<file path="config.mk">
export PLATFORM = sky130hd
export DESIGN_NAME = max_key_extract_table_top
export DESIGN_NICKNAME = d
export VERILOG_FILES = /design/src/rtl/core/mket_pkg.sv /design/src/rtl/core/max_key_extract_table_top.sv /design/src/rtl/core/mket_ram.sv /design/src/rtl/core/mket_ctrl.sv /design/src/rtl/core/mket_dp.sv
export VERILOG_INCLUDE_DIRS = /design/src /design/src/rtl/core
export SDC_FILE = /design/constraint.sdc
export NUM_CORES = 2
export LEC_CHECK = 0
export ABC_AREA = 1
export BUFFER_PORTS_ARGS = -buffer_cell sky130_fd_sc_hd__buf_2
export CORE_AREA = 2 2 423 425
export DETAILED_ROUTE_END_ITERATION = 8
export DIE_AREA = 0 0 425 427
export PLACE_DENSITY = 0.69
export SYNTH_ARGS = -nofsm -noshare
export SYNTH_HDL_FRONTEND = slang
export SYNTH_HIERARCHICAL = 1
export SYNTH_SLANG_ARGS = --single-unit
export TNS_END_PERCENT = 5
</file>
<file path="constraint.sdc">
create_clock -name clk -period 13.6 [get_ports clk]
set_input_delay 2.04 -clock clk [delete_from_list [all_inputs] [get_ports clk]]
set_output_delay 2.04 -clock clk [all_outputs]
set_load 0.005 [all_outputs]
</file>
<file path="src/rtl/core/max_key_extract_table_top_assert.svh">
// Assertion macros used by the max-key extract table RTL.
// Each macro expects clk and rst_n to be visible in the calling scope.
`ifndef MAX_KEY_EXTRACT_TABLE_TOP_ASSERT_SVH
`define MAX_KEY_EXTRACT_TABLE_TOP_ASSERT_SVH

// Same-cycle implication, checked out of reset
`define MKET_ASSERT_IMP(label, ante, cons, msg) \
    label: assert property (@(posedge clk) disable iff (!rst_n) (ante) |-> (cons)) \
        else $error(msg);

// Next-cycle implication, checked out of reset
`define MKET_ASSERT_NXT(label, ante, cons, msg) \
    label: assert property (@(posedge clk) disable iff (!rst_n) (ante) |=> (cons)) \
        else $error(msg);

`endif

</file>
<file path="src/rtl/core/mket_pkg.sv">
package mket_pkg;

    localparam int KEY_W = 16;
    localparam int TAG_W = 16;

    // Request codes
    localparam logic REQ_INSERT  = 1'b0;
    localparam logic REQ_EXTRACT = 1'b1;

    // Result status codes
    localparam logic [1:0] ST_INSERTED  = 2'd0;
    localparam logic [1:0] ST_EXTRACTED = 2'd1;
    localparam logic [1:0] ST_EMPTY     = 2'd2;
    localparam logic [1:0] ST_FULL      = 2'd3;

    typedef enum logic [2:0] {
        S_IDLE,
        S_SCAN,
        S_SCAN_END,
        S_SHIFT_INIT,
        S_SHIFT
    } state_t;

    // Controller to datapath commands
    typedef struct packed {
        logic ins;
        logic res_full;
        logic res_empty;
        logic scan_init;
        logic rd_issue;
        logic ptr_dec;
        logic ptr_inc;
        logic cmp_en;
        logic shift_init;
        logic shift_en;
        logic finish;
    } cmd_t;

    // Datapath to controller status
    typedef struct packed {
        logic full;
        logic empty;
        logic ptr_zero;
        logic ptr_lt_cnt;
        logic rd_pend;
    } stat_t;

endpackage

</file>
<file path="src/rtl/core/max_key_extract_table_top.sv">
// Max-key extract table: a bounded store of (key, tag) entries kept in
// insertion order, with insert and extract-max requests.
// Request channel: an item is taken at a rising edge with start high and busy
// low; req_type selects insert (key and tag stored) or extract.
// Result channel: done is high for exactly one cycle with status, out_key,
// out_tag and entry_count; the receiver must take it, there is no stall.
// Inserts, inserts into a full table and extracts from an empty table
// give a registered result beat in the cycle after the accept, and busy
// stays low, so a request may follow every cycle.
// An extract with N entries held and the winner at position p runs one
// compare per entry through the single store read port, then closes the
// gap by moving each newer entry down one place, one per cycle; busy stays
// high throughout and falls as the result beat appears.
// Among equal keys the newest entry is returned.
// Reset empties the table at once; no clearing pass is needed.
module max_key_extract_table_top #(
    parameter int CAPACITY = 64
) (
    input  logic                        clk,
    input  logic                        rst_n,
    input  logic                        start,
    output logic                        busy,
    input  logic                        req_type,
    input  logic [mket_pkg::KEY_W-1:0]  key,
    input  logic [mket_pkg::TAG_W-1:0]  tag,
    output logic                        done,
    output logic [1:0]                  status,
    output logic [mket_pkg::KEY_W-1:0]  out_key,
    output logic [mket_pkg::TAG_W-1:0]  out_tag,
    output logic [6:0]                  entry_count
);

    mket_pkg::cmd_t  cmd;
    mket_pkg::stat_t stat;

    mket_ctrl u_ctrl (
        .clk      (clk),
        .rst_n    (rst_n),
        .start    (start),
        .req_type (req_type),
        .stat     (stat),
        .cmd      (cmd),
        .busy     (busy)
    );

    mket_dp #(
        .CAPACITY (CAPACITY)
    ) u_dp (
        .clk         (clk),
        .rst_n       (rst_n),
        .cmd         (cmd),
        .key         (key),
        .tag         (tag),
        .stat        (stat),
        .done        (done),
        .status      (status),
        .out_key     (out_key),
        .out_tag     (out_tag),
        .entry_count (entry_count)
    );

endmodule

</file>
<file path="src/rtl/core/mket_ram.sv">
module mket_ram #(
    parameter int WIDTH = 32,
    parameter int DEPTH = 64,
    localparam int AW = $clog2(DEPTH)
) (
    input  logic             clk,
    input  logic             we,
    input  logic [AW-1:0]    waddr,
    input  logic [WIDTH-1:0] wdata,
    input  logic [AW-1:0]    raddr,
    output logic [WIDTH-1:0] rdata
);

    logic [WIDTH-1:0] mem_reg [DEPTH];
    logic [WIDTH-1:0] rdata_reg;

    // Write one port, read the other with registered data
    always_ff @(posedge clk)
    begin
        if (we)
        begin
            mem_reg[waddr] <= wdata;
        end
        rdata_reg <= mem_reg[raddr];
    end

    assign rdata = rdata_reg;

endmodule

</file>
<file path="src/rtl/core/mket_ctrl.sv">
module mket_ctrl (
    input  logic            clk,
    input  logic            rst_n,
    input  logic            start,
    input  logic            req_type,
    input  mket_pkg::stat_t stat,
    output mket_pkg::cmd_t  cmd,
    output logic            busy
);

    mket_pkg::state_t state_reg;
    mket_pkg::state_t state_next;

    // Hold state
    always_ff @(posedge clk or negedge rst_n)
    begin
        if (!rst_n)
        begin
            state_reg <= mket_pkg::S_IDLE;
        end
        else
        begin
            state_reg <= state_next;
        end
    end

    // Advance state
    always_comb
    begin
        state_next = state_reg;
        unique case (state_reg)
            mket_pkg::S_IDLE:
            begin
                if (start && req_type == mket_pkg::REQ_EXTRACT && !stat.empty)
                begin
                    state_next = mket_pkg::S_SCAN;
                end
            end
            mket_pkg::S_SCAN:
            begin
                if (stat.ptr_zero)
                begin
                    state_next = mket_pkg::S_SCAN_END;
                end
            end
            mket_pkg::S_SCAN_END:
            begin
                state_next = mket_pkg::S_SHIFT_INIT;
            end
            mket_pkg::S_SHIFT_INIT:
            begin
                state_next = mket_pkg::S_SHIFT;
            end
            mket_pkg::S_SHIFT:
            begin
                if (!stat.ptr_lt_cnt && !stat.rd_pend)
                begin
                    state_next = mket_pkg::S_IDLE;
                end
            end
            default:
            begin
                state_next = mket_pkg::S_IDLE;
            end
        endcase
    end

    // Drive datapath commands
    always_comb
    begin
        cmd = '0;
        unique case (state_reg)
            mket_pkg::S_IDLE:
            begin
                if (start)
                begin
                    unique case (req_type)
                        mket_pkg::REQ_INSERT:
                        begin
                            cmd.ins      = !stat.full;
                            cmd.res_full = stat.full;
                        end
                        mket_pkg::REQ_EXTRACT:
                        begin
                            cmd.res_empty = stat.empty;
                            cmd.scan_init = !stat.empty;
                        end
                        default:
                        begin
                            cmd = '0;
                        end
                    endcase
                end
            end
            mket_pkg::S_SCAN:
            begin
                cmd.rd_issue = 1'b1;
                cmd.ptr_dec  = 1'b1;
                cmd.cmp_en   = 1'b1;
            end
            mket_pkg::S_SCAN_END:
            begin
                cmd.cmp_en = 1'b1;
            end
            mket_pkg::S_SHIFT_INIT:
            begin
                cmd.shift_init = 1'b1;
            end
            mket_pkg::S_SHIFT:
            begin
                cmd.shift_en = 1'b1;
                if (stat.ptr_lt_cnt)
                begin
                    cmd.rd_issue = 1'b1;
                    cmd.ptr_inc  = 1'b1;
                end
                else if (!stat.rd_pend)
                begin
                    cmd.finish = 1'b1;
                end
            end
            default:
            begin
                cmd = '0;
            end
        endcase
    end

    assign busy = (state_reg != mket_pkg::S_IDLE);

endmodule

</file>
<file path="src/rtl/core/mket_dp.sv">
`include "max_key_extract_table_top_assert.svh"

module mket_dp #(
    parameter int CAPACITY = 64,
    localparam int CW = $clog2(CAPACITY + 1),
    localparam int AW = $clog2(CAPACITY)
) (
    input  logic                        clk,
    input  logic                        rst_n,
    input  mket_pkg::cmd_t              cmd,
    input  logic [mket_pkg::KEY_W-1:0]  key,
    input  logic [mket_pkg::TAG_W-1:0]  tag,
    output mket_pkg::stat_t             stat,
    output logic                        done,
    output logic [1:0]                  status,
    output logic [mket_pkg::KEY_W-1:0]  out_key,
    output logic [mket_pkg::TAG_W-1:0]  out_tag,
    output logic [6:0]                  entry_count
);

    localparam int EW = mket_pkg::KEY_W + mket_pkg::TAG_W;

    logic [CW-1:0]               cnt_reg;
    logic [CW-1:0]               ptr_reg;
    logic                        rd_vld_reg;
    logic [AW-1:0]               rd_idx_reg;
    logic                        first_reg;
    logic [mket_pkg::KEY_W-1:0]  best_key_reg;
    logic [mket_pkg::TAG_W-1:0]  best_tag_reg;
    logic [AW-1:0]               best_idx_reg;
    logic                        done_reg;
    logic [1:0]                  status_reg;
    logic [mket_pkg::KEY_W-1:0]  out_key_reg;
    logic [mket_pkg::TAG_W-1:0]  out_tag_reg;

    logic                        ram_we;
    logic [AW-1:0]               ram_waddr;
    logic [EW-1:0]               ram_wdata;
    logic [EW-1:0]               ram_rdata;
    logic [mket_pkg::KEY_W-1:0]  rd_key;
    logic [mket_pkg::TAG_W-1:0]  rd_tag;
    logic                        take_best;
    logic [CW+6:0]               cnt_ext;

    // Entry store: key in the upper half, tag in the lower
    mket_ram #(
        .WIDTH (EW),
        .DEPTH (CAPACITY)
    ) u_store (
        .clk   (clk),
        .we    (ram_we),
        .waddr (ram_waddr),
        .wdata (ram_wdata),
        .raddr (ptr_reg[AW-1:0]),
        .rdata (ram_rdata)
    );

    // Select write source: new entry on insert, moved entry while closing the gap
    assign ram_we    = cmd.ins | (cmd.shift_en & rd_vld_reg);
    assign ram_waddr = cmd.ins ? cnt_reg[AW-1:0] : (rd_idx_reg - AW'(1));
    assign ram_wdata = cmd.ins ? {key, tag} : ram_rdata;

    assign rd_key = ram_rdata[EW-1:mket_pkg::TAG_W];
    assign rd_tag = ram_rdata[mket_pkg::TAG_W-1:0];

    // Strictly greater wins, so the newest of equal keys is kept
    assign take_best = cmd.cmp_en & rd_vld_reg & (first_reg | (rd_key > best_key_reg));

    // Report status
    assign stat.full       = (cnt_reg == CW'(CAPACITY));
    assign stat.empty      = (cnt_reg == '0);
    assign stat.ptr_zero   = (ptr_reg == '0);
    assign stat.ptr_lt_cnt = (ptr_reg < cnt_reg);
    assign stat.rd_pend    = rd_vld_reg;

    // Track fill count
    always_ff @(posedge clk or negedge rst_n)
    begin
        if (!rst_n)
        begin
            cnt_reg <= '0;
        end
        else if (cmd.ins)
        begin
            cnt_reg <= cnt_reg + CW'(1);
        end
        else if (cmd.finish)
        begin
            cnt_reg <= cnt_reg - CW'(1);
        end
    end

    // Walk the read pointer: down during the scan, up while shifting
    always_ff @(posedge clk or negedge rst_n)
    begin
        if (!rst_n)
        begin
            ptr_reg <= '0;
        end
        else if (cmd.scan_init)
        begin
            ptr_reg <= cnt_reg - CW'(1);
        end
        else if (cmd.shift_init)
        begin
            ptr_reg <= CW'(best_idx_reg) + CW'(1);
        end
        else if (cmd.ptr_dec)
        begin
            ptr_reg <= ptr_reg - CW'(1);
        end
        else if (cmd.ptr_inc)
        begin
            ptr_reg <= ptr_reg + CW'(1);
        end
    end

    // Mark which address the read data belongs to
    always_ff @(posedge clk or negedge rst_n)
    begin
        if (!rst_n)
        begin
            rd_vld_reg <= 1'b0;
            rd_idx_reg <= '0;
        end
        else
        begin
            rd_vld_reg <= cmd.rd_issue;
            if (cmd.rd_issue)
            begin
                rd_idx_reg <= ptr_reg[AW-1:0];
            end
        end
    end

    // Hold the best entry seen so far
    always_ff @(posedge clk or negedge rst_n)
    begin
        if (!rst_n)
        begin
            first_reg <= 1'b0;
        end
        else if (cmd.scan_init)
        begin
            first_reg <= 1'b1;
        end
        else if (take_best)
        begin
            first_reg <= 1'b0;
        end
    end

    always_ff @(posedge clk)
    begin
        if (take_best)
        begin
            best_key_reg <= rd_key;
            best_tag_reg <= rd_tag;
            best_idx_reg <= rd_idx_reg;
        end
    end

    // Register the result beat
    always_ff @(posedge clk or negedge rst_n)
    begin
        if (!rst_n)
        begin
            done_reg <= 1'b0;
        end
        else
        begin
            done_reg <= cmd.ins | cmd.res_full | cmd.res_empty | cmd.finish;
        end
    end

    always_ff @(posedge clk)
    begin
        if (cmd.ins | cmd.res_full | cmd.res_empty | cmd.finish)
        begin
            out_key_reg <= '0;
            out_tag_reg <= '0;
            if (cmd.ins)
            begin
                status_reg <= mket_pkg::ST_INSERTED;
            end
            else if (cmd.res_full)
            begin
                status_reg <= mket_pkg::ST_FULL;
            end
            else if (cmd.res_empty)
            begin
                status_reg <= mket_pkg::ST_EMPTY;
            end
            else
            begin
                status_reg  <= mket_pkg::ST_EXTRACTED;
                out_key_reg <= best_key_reg;
                out_tag_reg <= best_tag_reg;
            end
        end
    end

    assign cnt_ext     = {7'b0, cnt_reg};
    assign done        = done_reg;
    assign status      = status_reg;
    assign out_key     = out_key_reg;
    assign out_tag     = out_tag_reg;
    assign entry_count = cnt_ext[6:0];

    `MKET_ASSERT_IMP(a_cnt_bound, 1'b1, cnt_reg <= CW'(CAPACITY),
        "fill count above capacity")
    `MKET_ASSERT_IMP(a_ins_not_full, cmd.ins, cnt_reg != CW'(CAPACITY),
        "insert into full table")
    `MKET_ASSERT_IMP(a_no_write_in_scan, cmd.cmp_en, !ram_we,
        "store written during scan")
    `MKET_ASSERT_NXT(a_finish_dec, cmd.finish, cnt_reg == $past(cnt_reg) - CW'(1),
        "extract did not drop the count")

endmodule

</file>
== Yosys cells after proc, flatten, opt, wreduce, memory -nomap -nowiden ==
Memories as Yosys holds them, arrays and structs flattened. A register that Yosys moved wholly into a read port is not among the register bits.
Index checks and enable logic that the tools add are counted.
Cells by class
  shift-type cells: 0
  order comparisons: 2
  bitwise gates (word level): 8
  multiplexer cells: 31
  reductions and logical operators: 17
  $add $sub $neg: 6
  div/mod/pow operators: 0
  multipliers: 0
  eq/ne operators: 8
Operators by type and width (number)
  $mux W7: 6
  $mux W32: 1
  $gt A16 B16 Y1: 1
  $pmux W3 S5: 1
  $add A7 B1 Y7 const B: 2
  $logic_not A7 Y1: 2
  $sub A7 B1 Y7 const B: 2
  $mux W11: 1
  $mux W3: 3
  $mux W2: 4
  $pmux W1 S2: 4
  $add A6 B1 Y7 const B: 1
  $eq A7 B7 Y1 const B: 1
  $lt A7 B7 Y1: 1
  $mux W1: 7
  $eq A3 B2 Y1 const B: 2
  $mux W6: 1
  $sub A6 B1 Y6 const B: 1
  $or A1 B1 Y1: 5
  $logic_not A1 Y1: 4
  $mux W4: 1
  $ne A2 B1 Y1 const B: 2
  $pmux W2 S2: 1
  $reduce_bool A2 Y1: 2
  12 further kinds: 16
Word-level totals
  bits in read-only memories: 0
  register bits: 98
  logic and storage cells: 86
  input port bits: 36
  output and inout port bits: 43
  latch bits: 0
  memories: 1
  RAM bits: 2048
Memories
  u_dp.u_store.mem_reg: depth 64, width 32, read ports 1, clocked after memory_dff 1, wr ports 1, RTL line mket_ram.sv:14  | logic [WIDTH-1:0] mem_reg [DEPTH];

== Logic depth before layout (Yosys ltp) ==
  depth in word-level cells: 9
  gate-level depth with buffers: 14
  gate-level depth less buffers: 14

== Cells and area by module ==
The synthesis kept the hierarchy.
Modules (own cells, without submodules)
  mket_ram: seq. area each 62139.6 µm², cells an instance 6769, times used 1, area an instance 82738.1 µm²
  mket_dp: seq. area each 2737.6 µm², cells an instance 562, times used 1, area an instance 5023.6 µm²
  mket_ctrl: seq. area each 75.1 µm², cells an instance 48, times used 1, area an instance 281.5 µm²

== Worst setup path before layout ==
No wires, ideal clock.
  kind: in2reg
  start: input port req_type
  end: memory u_dp.u_store.mem_reg[50][0], enable pin
  required time: 13097 ps
  stages on the path: 10
  path slack: 6489 ps
  arrival time: 6608 ps
  library setup time: 503 ps
  buffers on the path: 3
  path through: inv_1 -> nand2_1 -> nor3_1 -> buf_2 -> clkbuf_1 -> nand2_1 -> o21ai_0 -> clkbuf_1 -> inv_1 -> nor4_1
RTL lines
  from (decl): RTL line max_key_extract_table_top.sv:23  | input logic req_type,
  to (decl): RTL line mket_ram.sv:14

==> reports/summary.txt <==
final setup fails: 0
CTS tree: done
Final Hold Fails: 0
Crit Path Category: primary input to flip-flop
Post-Syn Nets: 7448
combinational fraction of design power: 0.370
final wirelength: 244 mm
Switching Power: 9.49 mW
antenna violations before repair: 6
cts hold-fix bufs: 0
MaxCap Viol Count: 0
Setup crit start kind: primary input
H-tree levels: 4
Most used DFF post-synth: edfxtp_1
Post-route DRC: 0
I/O Buffers: 78
setup TNS: 0 ps
Clock Sink Count: 2178
asr flop ratio synth: 0.0119
largest net degree at the start of global routing: 198
hold crit path type: flip-flop to flip-flop
Power Dens Cells: 238 nW/µm²
fin crit share: 0.397
Slew Viols, Final: 0
Lkg Pwr: 34.3 nW
most frequent cells after synthesis: 2430 x nand2_1, 2120 x edfxtp_1, 1932 x nand3_1
final antenna-violating net count: 0
mean post-synth cell area: 11.9 µm²
unique cell type count in the Yosys netlist: 38
area grow syn2layout: 10.0%
Starting Density: 0.497
Layout Nets: 7347
internal cell power: 13.6 mW
worst-margin pin slew: 1250 ps
CP Max Fanout: 46
post_cts resized: 0
HPWL Detailed: 133 mm
most frequent cell after synthesis: nand2_1
worst hold slack: 477 ps
ranking of synthesized cells by area: edfxtp_1 72%, nand3_1 11%, nand2_1 10%
post-synth top area share: 0.723
total die area: 181000 µm²
vias in the first global route: 54100
final worst slack: 8200 ps
Die Ht: 427 µm
CTS Buffer Depth: 3
WL/cell: 24.9 µm
relative slew slack: 0.162
Tmin final: 5400 ps
GRT Total Usage: 0.264
die extent in x: 425 µm
post-CTS setup buffers: 0
Clk Latency, worst-skew pair: 830 ps
cells after synthesis: 7379
switching share of power: 0.411
row cnt: 155
gr ovfl total: 0
#FFs+latches synth: 2178
clk_skew: 31.6 ps
Mapped Area: 88000 µm²
Root Driver: clkbuf_16
dpl ws: 7440 ps
RSZ-0062 raised after global routing: false
number of buffers created by CTS: 212
length of the first detailed-routing pass in iterations: 5
max reg flops: 2048
Max Fclk: 185 MHz
GPL Wtd Cong: 0.914
Crit path required time: 14030 ps
io pins: 79
EDFF count, synth: 2120
cell taking the most area after synthesis: edfxtp_1
core area: 177000 µm²
Flop pwr share: 0.394
CP Capture Type: flip-flop
DRT iter0 DRCs: 8558
Reg clk slew, reported paths: 60 ps
DR vias: 58100
first-pass GRT wire length: 354 mm
Vias/cell: 5.92
worst vdd ir: 326 µV
layout cells sized above 1: 0.0746
Clk network pwr share: 0.237
register area share after synthesis: 0.738
Post-Place Cells: 9419
CP arrival: 5830 ps
Layout Cells excl Fill: 9815
Finished Core Util: 0.546
status: complete, no violations
Yosys Warn Count: 6
worst max-delay path, cell delays in order:
cell and delay, ps:
buf_2 110, inv_1 60, nand2_1 100, nor3_2 230
buf_4 570, o21ai_1 230, buf_4 250, inv_1 250
nand4_1 540, buf_4 440, nor2_4 930
through the flow:
| step | power [mW] | area [µm²] |
|---|---|---|
| floorplan | 14.1 | 88000 |
| global placement | 17.4 | 90500 |
| detailed placement | 17.5 | 90500 |
| CTS | 22.9 | 96800 |
| global route | 23.9 | 96800 |
| finish | 23.1 | 96800 |
power by group through the flow:
| stage | clock network [mW] | registers [mW] | logic [mW] |
|---|---|---|---|
| 3_3_place_gp | 0 | 9.20 | 8.15 |
| 5_1_grt | 5.76 | 9.10 | 9.05 |
| 4_1_cts | 5.51 | 9.07 | 8.32 |
| 2_1_floorplan | 0 | 9.01 | 5.08 |
| 6_report | 5.46 | 9.08 | 8.53 |
| 3_5_place_dp | 0 | 9.21 | 8.29 |
layout by cell type (no fill, tap or decap), types with 5 or more instances in the layout:
| cell | count |
|---|---|
| nand2_1 | 2399 |
| edfxtp_1 | 2120 |
| nand3_1 | 1932 |
| clkbuf_16 | 215 |
| inv_1 | 87 |
| buf_2 | 78 |
| nor2_1 | 65 |
| buf_4 | 65 |
| clkbuf_1 | 61 |
| nor2_4 | 56 |
| clkinv_1 | 51 |
| clkinv_2 | 43 |
| ha_1 | 32 |
| dfxtp_1 | 32 |
| o21ai_0 | 29 |
| nand2_4 | 28 |
| a21oi_1 | 27 |
| dfrtp_1 | 21 |
| nand4_1 | 15 |
| inv_6 | 8 |
| nor4_2 | 8 |
| inv_2 | 7 |
| xor2_1 | 7 |
| buf_12 | 7 |
| bufinv_16 | 6 |
| nand2_2 | 6 |
| o21ai_1 | 5 |
| dfrtp_4 | 5 |
cell families (layout without fill, tap and decap cells):
logic type               count (synthesis)  after routing  synth area share
XOR/XNOR                                10             10          0.000995
adder cells (fa/ha/maj)                 33             33           0.00477
multiplexers                             1              1          0.000128
AO/OA/AOI/OAI                           73             73           0.00446
other                                    0              3                 0
AND/OR/NAND/NOR                       4521           4521             0.221
buffers and inverters                  563            641            0.0306
flip-flops                            2178           2178             0.738
final cells by class:
| class | count | area (µm²) |
|---|---|---|
| Tap cell | 2355 | 2950 |
| Clock buffer | 279 | 5650 |
| Timing Repair Buffer | 150 | 1020 |
| Inverter | 98 | 404 |
| Clock inverter | 114 | 739 |
| Sequential cell | 2178 | 65000 |
| Multi-Input combinational cell | 4638 | 21100 |
| Fill cell | 14400 | 80400 |
| Antenna cell | 3 | 7.51 |
layer usage:
metal	global-route usage	part of all wire	vias to the layer above
met1	0.360	0.38	28400
met3	0.0523	0.11	489
met5	0	0.000053	-
met4	0.122	0.048	2
met2	0.412	0.47	3309
li1	-	-	25900
worst paths after layout:
| check | slack (ps) | startpoint | end | cells after the start |
|---|---|---|---|---|
| max | 8200 | req_type | u_dp/u_store/mem_reg[8][16]$_DFFE_PP_ | 11 |
| min in group asynchronous | 1250 | rst_n | u_dp/entry_count[0]$_DFFE_PN0P_ | 1 |
| min | 480 | u_dp/first_reg$_DFFE_PN0P_ | u_dp/first_reg$_DFFE_PN0P_ | 2 |
| min reg2reg | 480 | u_dp/first_reg$_DFFE_PN0P_ | u_dp/first_reg$_DFFE_PN0P_ | 2 |
| max in group asynchronous | 11830 | rst_n | u_dp/ptr_reg[4]$_DFFE_PN0P_ | 1 |
| max reg2reg | 8320 | u_dp/ptr_reg[1]$_DFFE_PN0P_ | u_dp/u_store/rdata[13]$_DFF_P_ | 11 |
Power figures use the tool's default switching activity.
